==> src/hw/rtl/mse_pkg.sv <==
// Shared constants, types and codes of the multi-stack move engine.
package mse_pkg;

    // Geometry of the stack store
    localparam int NUM_STACKS  = 16;
    localparam int STACK_DEPTH = 64;

    localparam int STK_W  = (NUM_STACKS > 1) ? $clog2(NUM_STACKS) : 1;
    localparam int HGT_W  = $clog2(STACK_DEPTH + 1);
    localparam int ADDR_W = $clog2(NUM_STACKS * STACK_DEPTH);
    localparam int MEM_DEPTH = NUM_STACKS * STACK_DEPTH;

    // Fixed field widths
    localparam int CMD_W   = 2;
    localparam int BYTE_W  = 8;
    localparam int COUNT_W = 7;
    localparam int IDX_W   = 4;
    localparam int ERR_W   = 2;

    // Stream widths
    localparam int S_TDATA_W = 24;
    localparam int S_TUSER_W = CMD_W;
    localparam int M_TDATA_W = 16;

    typedef enum logic [CMD_W-1:0] {
        CMD_PUSH  = 2'd0,
        CMD_MOVE  = 2'd1,
        CMD_QUERY = 2'd2
    } t_cmd;

    typedef enum logic [ERR_W-1:0] {
        ERR_OK        = 2'd0,
        ERR_UNDERFLOW = 2'd1,
        ERR_OVERFLOW  = 2'd2
    } t_err;

    typedef enum logic [2:0] {
        S_IDLE,
        S_HSRC,
        S_HDST,
        S_COPY,
        S_REPORT,
        S_DONE
    } t_state;

    typedef struct packed {
        logic [CMD_W-1:0]   command;
        logic [BYTE_W-1:0]  item;
        logic [COUNT_W-1:0] count;
        logic [IDX_W-1:0]   source_stack;
        logic [IDX_W-1:0]   dest_stack;
    } t_req;

    typedef struct packed {
        logic [BYTE_W-1:0] top_item;
        logic              is_empty;
        t_err              error_code;
    } t_rsp;

    typedef struct packed {
        logic              we;
        logic [ADDR_W-1:0] waddr;
        logic [BYTE_W-1:0] wdata;
        logic [ADDR_W-1:0] raddr;
    } t_ram_cmd;

endpackage

==> src/hw/rtl/mse_ctrl.sv <==
// Sequencer: height table, bounds checks and the item-by-item copy loop.
module mse_ctrl (
    input  logic                       i_clk,
    input  logic                       i_rst_n,
    input  logic                       i_start,
    input  mse_pkg::t_req              i_req,
    input  logic                       i_keep_order,
    input  logic                       i_out_free,
    output logic                       o_idle,
    output logic                       o_done,
    output mse_pkg::t_rsp              o_rsp,
    output mse_pkg::t_ram_cmd          o_ram,
    input  logic [mse_pkg::BYTE_W-1:0] i_ram_rdata
);

    localparam int HW = mse_pkg::HGT_W;
    localparam int AW = mse_pkg::ADDR_W;
    localparam int SW = mse_pkg::STK_W;

    mse_pkg::t_state r_state, n_state;
    mse_pkg::t_req   r_req, n_req;
    mse_pkg::t_err   r_err, n_err;

    logic [HW-1:0] r_height [mse_pkg::NUM_STACKS];
    logic [SW-1:0] r_hidx, n_hidx;
    logic [HW-1:0] r_hs, n_hs;
    logic [HW-1:0] r_hd, n_hd;
    logic [AW-1:0] r_src_base, n_src_base;
    logic [AW-1:0] r_dst_base, n_dst_base;
    logic [HW-1:0] r_rd_ptr, n_rd_ptr;
    logic [HW-1:0] r_wr_ptr, n_wr_ptr;
    logic [HW-1:0] r_rd_left, n_rd_left;
    logic          r_wr_pend, n_wr_pend;

    logic          src_ok, dst_ok;
    logic [SW-1:0] src_idx, dst_idx;
    logic [HW-1:0] h_rd, hd_c;
    logic [AW-1:0] dst_base_c;
    logic          hs_we, hd_we;
    logic [HW-1:0] hs_wval, hd_wval;

    assign src_ok  = 32'(r_req.source_stack) < mse_pkg::NUM_STACKS;
    assign dst_ok  = 32'(r_req.dest_stack) < mse_pkg::NUM_STACKS;
    assign src_idx = SW'(r_req.source_stack);
    assign dst_idx = SW'(r_req.dest_stack);

    // Single read port into the height table
    assign h_rd       = r_height[r_hidx];
    assign hd_c       = dst_ok ? h_rd : '0;
    assign dst_base_c = AW'(r_req.dest_stack) * AW'(mse_pkg::STACK_DEPTH);

    // Next state, copy loop and memory port
    always_comb begin
        n_state    = r_state;
        n_req      = r_req;
        n_err      = r_err;
        n_hidx     = r_hidx;
        n_hs       = r_hs;
        n_hd       = r_hd;
        n_src_base = r_src_base;
        n_dst_base = r_dst_base;
        n_rd_ptr   = r_rd_ptr;
        n_wr_ptr   = r_wr_ptr;
        n_rd_left  = r_rd_left;
        n_wr_pend  = r_wr_pend;
        hs_we      = 1'b0;
        hd_we      = 1'b0;
        hs_wval    = r_hs - HW'(r_req.count);
        hd_wval    = r_hd + HW'(r_req.count);
        o_done     = 1'b0;
        o_ram.we    = 1'b0;
        o_ram.waddr = r_dst_base + AW'(r_wr_ptr);
        o_ram.wdata = i_ram_rdata;
        // top of destination unless the copy loop owns the read port
        o_ram.raddr = r_dst_base + AW'(r_hd) - AW'(1);

        case (r_state)
            mse_pkg::S_IDLE: begin
                if (i_start) begin
                    n_req   = i_req;
                    n_hidx  = SW'(i_req.source_stack);
                    n_err   = mse_pkg::ERR_OK;
                    n_state = mse_pkg::S_HSRC;
                end
            end

            mse_pkg::S_HSRC: begin
                n_hs       = src_ok ? h_rd : '0;
                n_hidx     = dst_idx;
                n_src_base = AW'(r_req.source_stack) * AW'(mse_pkg::STACK_DEPTH);
                n_state    = mse_pkg::S_HDST;
            end

            mse_pkg::S_HDST: begin
                n_hd       = hd_c;
                n_dst_base = dst_base_c;
                n_state    = mse_pkg::S_REPORT;
                case (r_req.command)
                    mse_pkg::CMD_PUSH: begin
                        if (!dst_ok || 32'(hd_c) >= mse_pkg::STACK_DEPTH) begin
                            n_err = mse_pkg::ERR_OVERFLOW;
                        end else begin
                            o_ram.we    = 1'b1;
                            o_ram.waddr = dst_base_c + AW'(hd_c);
                            o_ram.wdata = r_req.item;
                            hd_we       = 1'b1;
                            hd_wval     = hd_c + HW'(1);
                            n_hd        = hd_c + HW'(1);
                        end
                    end
                    mse_pkg::CMD_MOVE: begin
                        if (32'(r_req.count) > 32'(r_hs)) begin
                            n_err = mse_pkg::ERR_UNDERFLOW;
                        end else if (r_req.count == '0 ||
                                     r_req.source_stack == r_req.dest_stack) begin
                            n_err = mse_pkg::ERR_OK;
                        end else if (!dst_ok || 32'(hd_c) + 32'(r_req.count) >
                                     mse_pkg::STACK_DEPTH) begin
                            n_err = mse_pkg::ERR_OVERFLOW;
                        end else begin
                            // block move starts at the group's bottom, reversing one at its top
                            n_rd_ptr  = i_keep_order ? (r_hs - HW'(r_req.count))
                                                     : (r_hs - HW'(1));
                            n_wr_ptr  = hd_c;
                            n_rd_left = HW'(r_req.count);
                            n_wr_pend = 1'b0;
                            n_state   = mse_pkg::S_COPY;
                        end
                    end
                    default: begin
                        n_err = mse_pkg::ERR_OK;
                    end
                endcase
            end

            mse_pkg::S_COPY: begin
                // issue next read while writing the byte read last cycle
                o_ram.raddr = r_src_base + AW'(r_rd_ptr);
                n_wr_pend   = (r_rd_left != '0);
                if (r_rd_left != '0) begin
                    n_rd_left = r_rd_left - HW'(1);
                    n_rd_ptr  = i_keep_order ? (r_rd_ptr + HW'(1)) : (r_rd_ptr - HW'(1));
                end
                if (r_wr_pend) begin
                    o_ram.we = 1'b1;
                    n_wr_ptr = r_wr_ptr + HW'(1);
                end
                if (r_wr_pend && r_rd_left == '0) begin
                    hs_we   = 1'b1;
                    hd_we   = 1'b1;
                    n_hd    = r_hd + HW'(r_req.count);
                    n_state = mse_pkg::S_REPORT;
                end
            end

            mse_pkg::S_REPORT: begin
                // wait for the top byte read
                n_state = mse_pkg::S_DONE;
            end

            mse_pkg::S_DONE: begin
                if (i_out_free) begin
                    o_done  = 1'b1;
                    n_state = mse_pkg::S_IDLE;
                end
            end

            default: begin
                n_state = mse_pkg::S_IDLE;
            end
        endcase
    end

    assign o_idle           = (r_state == mse_pkg::S_IDLE);
    assign o_rsp.top_item   = (r_hd == '0) ? '0 : i_ram_rdata;
    assign o_rsp.is_empty   = (r_hd == '0);
    assign o_rsp.error_code = r_err;

    // Control state
    always_ff @(posedge i_clk) begin
        if (!i_rst_n) begin
            r_state   <= mse_pkg::S_IDLE;
            r_wr_pend <= 1'b0;
        end else begin
            r_state   <= n_state;
            r_wr_pend <= n_wr_pend;
        end
    end

    // Height table, cleared by reset
    always_ff @(posedge i_clk) begin
        if (!i_rst_n) begin
            for (int k = 0; k < mse_pkg::NUM_STACKS; k++) begin
                r_height[k] <= '0;
            end
        end else begin
            if (hs_we) begin
                r_height[src_idx] <= hs_wval;
            end
            if (hd_we) begin
                r_height[dst_idx] <= hd_wval;
            end
        end
    end

    // Working registers
    always_ff @(posedge i_clk) begin
        r_req      <= n_req;
        r_err      <= n_err;
        r_hidx     <= n_hidx;
        r_hs       <= n_hs;
        r_hd       <= n_hd;
        r_src_base <= n_src_base;
        r_dst_base <= n_dst_base;
        r_rd_ptr   <= n_rd_ptr;
        r_wr_ptr   <= n_wr_ptr;
        r_rd_left  <= n_rd_left;
    end

    a_start_idle: assert property (@(posedge i_clk) disable iff (!i_rst_n)
        i_start |-> (r_state == mse_pkg::S_IDLE))
        else $error("item started while sequencer busy");

    a_wr_in_stack: assert property (@(posedge i_clk) disable iff (!i_rst_n)
        (r_state == mse_pkg::S_COPY && r_wr_pend) |-> (32'(r_wr_ptr) < mse_pkg::STACK_DEPTH))
        else $error("copy writes past destination stack");

    a_empty_top: assert property (@(posedge i_clk) disable iff (!i_rst_n)
        (o_done && o_rsp.is_empty) |-> (o_rsp.top_item == '0))
        else $error("empty stack reports nonzero top");

    a_done_idle: assert property (@(posedge i_clk) disable iff (!i_rst_n)
        o_done |=> (r_state == mse_pkg::S_IDLE))
        else $error("sequencer did not return to idle after result");

endmodule

==> config.mk <==
export PLATFORM = sky130hd
export DESIGN_NAME = mse_ctrl
export DESIGN_NICKNAME = d
export VERILOG_FILES = /design/src/hw/rtl/mse_pkg.sv /design/src/hw/rtl/mse_ctrl.sv
export SDC_FILE = /design/constraint.sdc
export NUM_CORES = 1
export LEC_CHECK = 0
export ABC_AREA = 1
export BUFFER_PORTS_ARGS = -buffer_cell sky130_fd_sc_hd__buf_2
export CAP_MARGIN = 30
export CORE_UTILIZATION = 30
export DETAILED_ROUTE_END_ITERATION = 6
export PLACE_DENSITY = 0.58
export SYNTH_ARGS = -nofsm -noshare
export SYNTH_HDL_FRONTEND = slang
export SYNTH_SLANG_ARGS = --single-unit
==> constraint.sdc <==
create_clock -name i_clk -period 3.4 [get_ports i_clk]
set_input_delay 0.51 -clock i_clk [delete_from_list [all_inputs] [get_ports i_clk]]
set_output_delay 0.51 -clock i_clk [all_outputs]
set_load 0.02 [all_outputs]
After elaboration in Yosys (flattened, before gate mapping)
Memories as Yosys holds them, arrays and structs flattened. A register that Yosys moved wholly into a read port is not among the register bits. Cells that the tools add are included.

Flip-flop bits (word level): 78. Memories kept: 1. Bits in writable memories: 112. Output and inout port bits: 42. ROM bits: 0. Logic and storage cells: 150. Bits of input ports: 38. Bits in latches: 0.

Memories: r_height (depth 16, bits a word 7, rd ports 1, clocked after memory_dff 1, write ports 16, RTL line mse_ctrl.sv:24) `logic [HW-1:0] r_height [mse_pkg::NUM_STACKS];`.

Reductions and logical operators: 21. Add/sub/neg operators: 14. Bitwise logic cells: 0. Div/mod/pow operators: 0. Order comparisons: 3. Multiply operators: 0. Shift-type cells: 0. Eq/ne operators: 18. Multiplexer cells: 77.

Operators by type and width (count): 7-bit two-way mux (25); 7-bit case mux with 2 select lines (4); 10-bit by 7-bit adder with 10-bit output (4); 19-bit two-way mux (2); 7-bit by 1-bit adder with 7-bit output (second input constant) (3); 7-bit zero test (3); 3-bit two-way mux (7); 7-bit by 1-bit subtractor with 7-bit output (second input constant) (3); 1-bit two-way mux (20); 18-bit two-way mux (1); 3-bit case mux with 6 select lines (1); 4-bit two-way mux (4); 2-bit inequality test (second input constant) (8); 7-bit OR reduction (2); 6-bit AND reduction (2); 10-bit two-way mux (1); 2-bit two-way mux (5); 10-bit by 1-bit subtractor with 10-bit output (second input constant) (1); 7-bit by 7-bit adder with 8-bit output (1); 8-bit by 7-bit greater-than comparator with 1-bit output (second input constant) (1); 8-bit two-way mux (1); 2-bit case mux with 2 select lines (2); 4-bit case mux with 2 select lines (1); 7-bit adder (1); other kinds (22) (30).

Depth between registers and ports, before layout
Depth in word-level cells: 9. Gate-level depth with buffers: 24. Depth with buffers taken out: 22.

Least setup slack after synthesis
No wires, ideal clock.

Path type: reg2reg. Start point: register with a tool-made name. End point: register r_rd_left[0] (enable). Path buffers: 2. Setup slack: -0.142 ns. Arrival time: 3.152 ns. Clock period less this slack: 3.542 ns. Setup time: 0.390 ns. Data required time: 3.010 ns. Stages on the path, launching flop included: 20. Path through: dfxtp_1 -> buf_4 -> inv_2 -> buf_2 -> o211ai_1 -> nand3_1 -> nand3_1 -> nand2_2 -> ha_1 -> inv_1 -> fa_1 -> nand2_1 -> nor2_1 -> nand3_1 -> nor2_1 -> nand2_1 -> nand2_1 -> nand4_1 -> and2_1 -> a21oi_1.

RTL lines: end signal, assigned (RTL line mse_ctrl.sv:217) `r_rd_left <= n_rd_left;`; end, declared (RTL line mse_ctrl.sv:32) `logic [HW-1:0] r_rd_left, n_rd_left;`.

==> results_dict.tcl <==
set metrics [dict create \
    status "finished clean" \
    yosys.area_share.xor_xnor_pct 3.11 \
    syn_inst 1583 \
    nFillCells 4293 \
    cp_top_family "simple AND/OR/NAND/NOR gates" \
    synth_area_um2 12700 \
    cts_made_buffers 17 \
    crit_path_end_kind "flip-flop" \
    synthSimpleGateAreaFrac_pct 30.6 \
    die_w_um 208 \
    io_pins 80 \
    overflow 0 \
    rsz0062_at_grt "true" \
    dieHeight_um 208 \
    ys_seq_area_share_pct 45.3 \
    dpl-instance-area_um2 13800 \
    drt_iter0_markers 1310 \
    wl_per_cell_um 19.0 \
    wirelength_um 42500 \
    synthMuxAreaShare_pct 0.434 \
    max_stage_delay_ns 0.46 \
    slew_headroom_pct 30.8 \
    synth_seq_cells 194 \
    drive_gt1_share_pct 15.3 \
    die_area_um2 43100 \
    drv_slew 0 \
    layout.nets 1778 \
    clk_latency_ns 0.45 \
    cts_root_buf "clkbuf_16" \
    powerDensity_nw_per_um2 814 \
    ant_nets 0 \
    fin_hold_ws_ns 0.228 \
    drt_first_pass_iters 5 \
    fin_area_um2 14800 \
    cp.arrival_ns 3.50 \
    start_util_pct 30.7 \
    cts_sinks 194 \
    start_kind "flip-flop" \
    cts-htree-levels 4 \
    critical_path_buf_inv_count 3 \
    clockBufferDepth 2 \
    synth_warnings 0 \
    vias 11300 \
    timing_worst_setup_path_type "reg2reg" \
    path_clk_slew_ns 0.08 \
    drc 0 \
    syn_nets 1675 \
    skew_ns 0.0127 \
    diodes 0 \
    fin_setup_tns_ns 0 \
    grt_pass1_vias 10200 \
    instances_no_fill 2231 \
    grt_usage_pct 18.9 \
    area_growth_pct 16.4 \
    min_path_type "in2reg" \
    ys_types 48 \
    tightest_slew_ns 1.04 \
    max_cap_violations 0 \
    path_max_fanout 10 \
    synth_top_family_by_area "simple AND/OR/NAND/NOR gates" \
    p_leak_nw 6.44 \
    synth-adder-area-share_pct 5.62 \
    power_mw 12.0 \
    vias_per_cell 5.08 \
    gp_congestion 0.939 \
    rows 74 \
    hpwl_um 29800 \
    fin_crit_ns 3.32 \
    vdd_ir_drop_max_uv 486 \
    grt_max_degree 48 \
    place_inst 2178 \
    antenna_found_initial 0 \
    coreArea_um2 41300 \
    period_share_pct 97.7 \
    synth-compound-area-share_pct 7.62 \
    setup_viol 0 \
    crit_required_ns 3.58 \
    crit_slowest_cell "dfxtp_4" \
    port_buffers 79 \
    finalHoldViolCount 0 \
    crit_chain "buf_8, buf_4, nand2_1, nand3_1, nand3_1, nand3_1, nand2_2, ha_1, a21oi_2, nand2_1, xor2_1, nor2_1, nand2_1, nand2_2, nand4_1, and2_4, a21oi_4, clkbuf_16" \
    max_freq_ghz 0.301 \
    grt_pass1_wl_um 62000 \
    synth_area_per_cell_um2 8.02 \
    tritoncts "built" \
]
## through the flow
stage / util [%] / worst slack [ns]
floorplan: - / 0.165
global placement: 33.4 / 0.167
detailed placement: 33.4 / 0.109
CTS: 34.9 / 0.0256
global route: 35.8 / -0.0445
finish: 35.8 / 0.0783
## cells by family (layout without fill, tap and decap cells)
| logic type | Yosys count | after routing |
|---|---|---|
| AOI/OAI and AO/OA | 179 | 179 |
| xor gates and xnor gates | 45 | 45 |
| adders and majority gates | 54 | 54 |
| buffers and inverters | 217 | 333 |
| DFF | 194 | 194 |
| muxes | 5 | 5 |
| and+or+nand+nor | 889 | 889 |
## worst paths after layout
kind / start / end / slack (ns) / depth (start not counted)
max: flip-flop / r_rd_left[5] / 0.08 / 18
min: i_req[24] / r_req[24] / 0.23 / 1
max reg2reg: flip-flop / r_rd_left[5] / 0.08 / 18
min reg2reg: r_hidx[3] / flip-flop / 0.51 / 1
## state kept, by name, indices dropped and copies added (netlist names), named ones only
name and count:
r_state 3, r_height 112, r_hs 7, r_src_base 4, r_hidx 4, r_rd_ptr 7
r_err 2, r_dst_base 4, dst_idx 4, r_req 17, src_idx 4, r_wr_pend 1
r_hd 7, r_wr_ptr 7, r_rd_left 7
## final cells by class
type                    instances  area, um2  share of cell area [%]
inverters                     162        623                    4.22
repair inverters                1       11.3                  0.0762
clock buffers                  18        429                    2.90
well taps                     532        666                    4.51
multi-input cells            1172       6160                    41.7
clock inverters                14        179                    1.21
repair buffers                138        961                    6.50
flip-flops and latches        194       5750                    38.9
## layout by cell type (no fill, tap or decap), drive strengths merged
| cell | synthesis | final |
|---|---|---|
| mux2i | 1 | 1 |
| o21bai | 1 | 1 |
| edfxtp | 186 | 186 |
| nor2 | 222 | 222 |
| o211ai | 11 | 11 |
| a32o | 1 | 1 |
| clkinv | 1 | 7 |
| and2 | 1 | 1 |
| nand3b | 2 | 2 |
| nor3 | 7 | 7 |
| nand3 | 165 | 165 |
| clkinvlp | 0 | 2 |
| xnor2 | 22 | 22 |
| a22oi | 2 | 2 |
| o21a | 2 | 2 |
| o221ai | 1 | 1 |
| mux2 | 4 | 4 |
| o22ai | 1 | 1 |
| a31oi | 3 | 3 |
| dfxtp | 8 | 8 |
| buf | 36 | 135 |
| a21o | 1 | 1 |
| nand2 | 472 | 472 |
| nand4 | 17 | 17 |
| clkbuf | 19 | 21 |
| fa | 5 | 5 |
| a21oi | 35 | 35 |
| inv | 161 | 165 |
| bufinv | 0 | 3 |
| ha | 49 | 49 |
| o2111ai | 1 | 1 |
| o21ai | 120 | 120 |
| or2 | 3 | 3 |
| xor2 | 23 | 23 |
## metal layers
metal / vias to the layer above / GRT usage, % / share of wire, %
met3: 63 / 2.84 / 7.3
met2: 489 / 30.0 / 46
met1: 5360 / 26.3 / 45
met4: 0 / 6.28 / 2.4
li1: 5431 / - / -
met5: - / 0 / 0
## synthesized netlist by cell type, drive strengths merged
cell | number | area share, %
mux2i | 1 | 0.079
nor2 | 222 | 7.5
a22oi | 2 | 0.12
nand2 | 472 | 14
nand4 | 17 | 1.4
a21o | 1 | 0.059
o211ai | 11 | 0.65
dfxtp | 8 | 1.3
nor3 | 7 | 0.28
or2 | 3 | 0.15
clkinv | 1 | 0.030
a31oi | 3 | 0.15
ha | 49 | 4.8
o22ai | 1 | 0.049
and2 | 1 | 0.049
inv | 161 | 4.8
edfxtp | 186 | 44
nand3b | 2 | 0.12
mux2 | 4 | 0.35
o221ai | 1 | 0.069
o21a | 2 | 0.12
xor2 | 23 | 1.6
o21bai | 1 | 0.059
o2111ai | 1 | 0.069
fa | 5 | 0.79
buf | 36 | 2.0
a32o | 1 | 0.079
nand3 | 165 | 6.8
clkbuf | 19 | 0.56
a21oi | 35 | 1.4
xnor2 | 22 | 1.5
o21ai | 120 | 4.8
## power breakdown
group	internal, mW	switching [mW]
combinational	2.09	4.48
clock	1.17	0.979
sequential	3.04	0.267
total	6.30	5.73
## repair_timing
action	CTS	global route
endpoints found under the setup margin	3	27
pin swaps	0	5
buffers inserted	2	15
gates cloned	0	4
hold buffers	0	0
resized for setup	3	39
No activity file was read; power rests on OpenSTA's default activity.
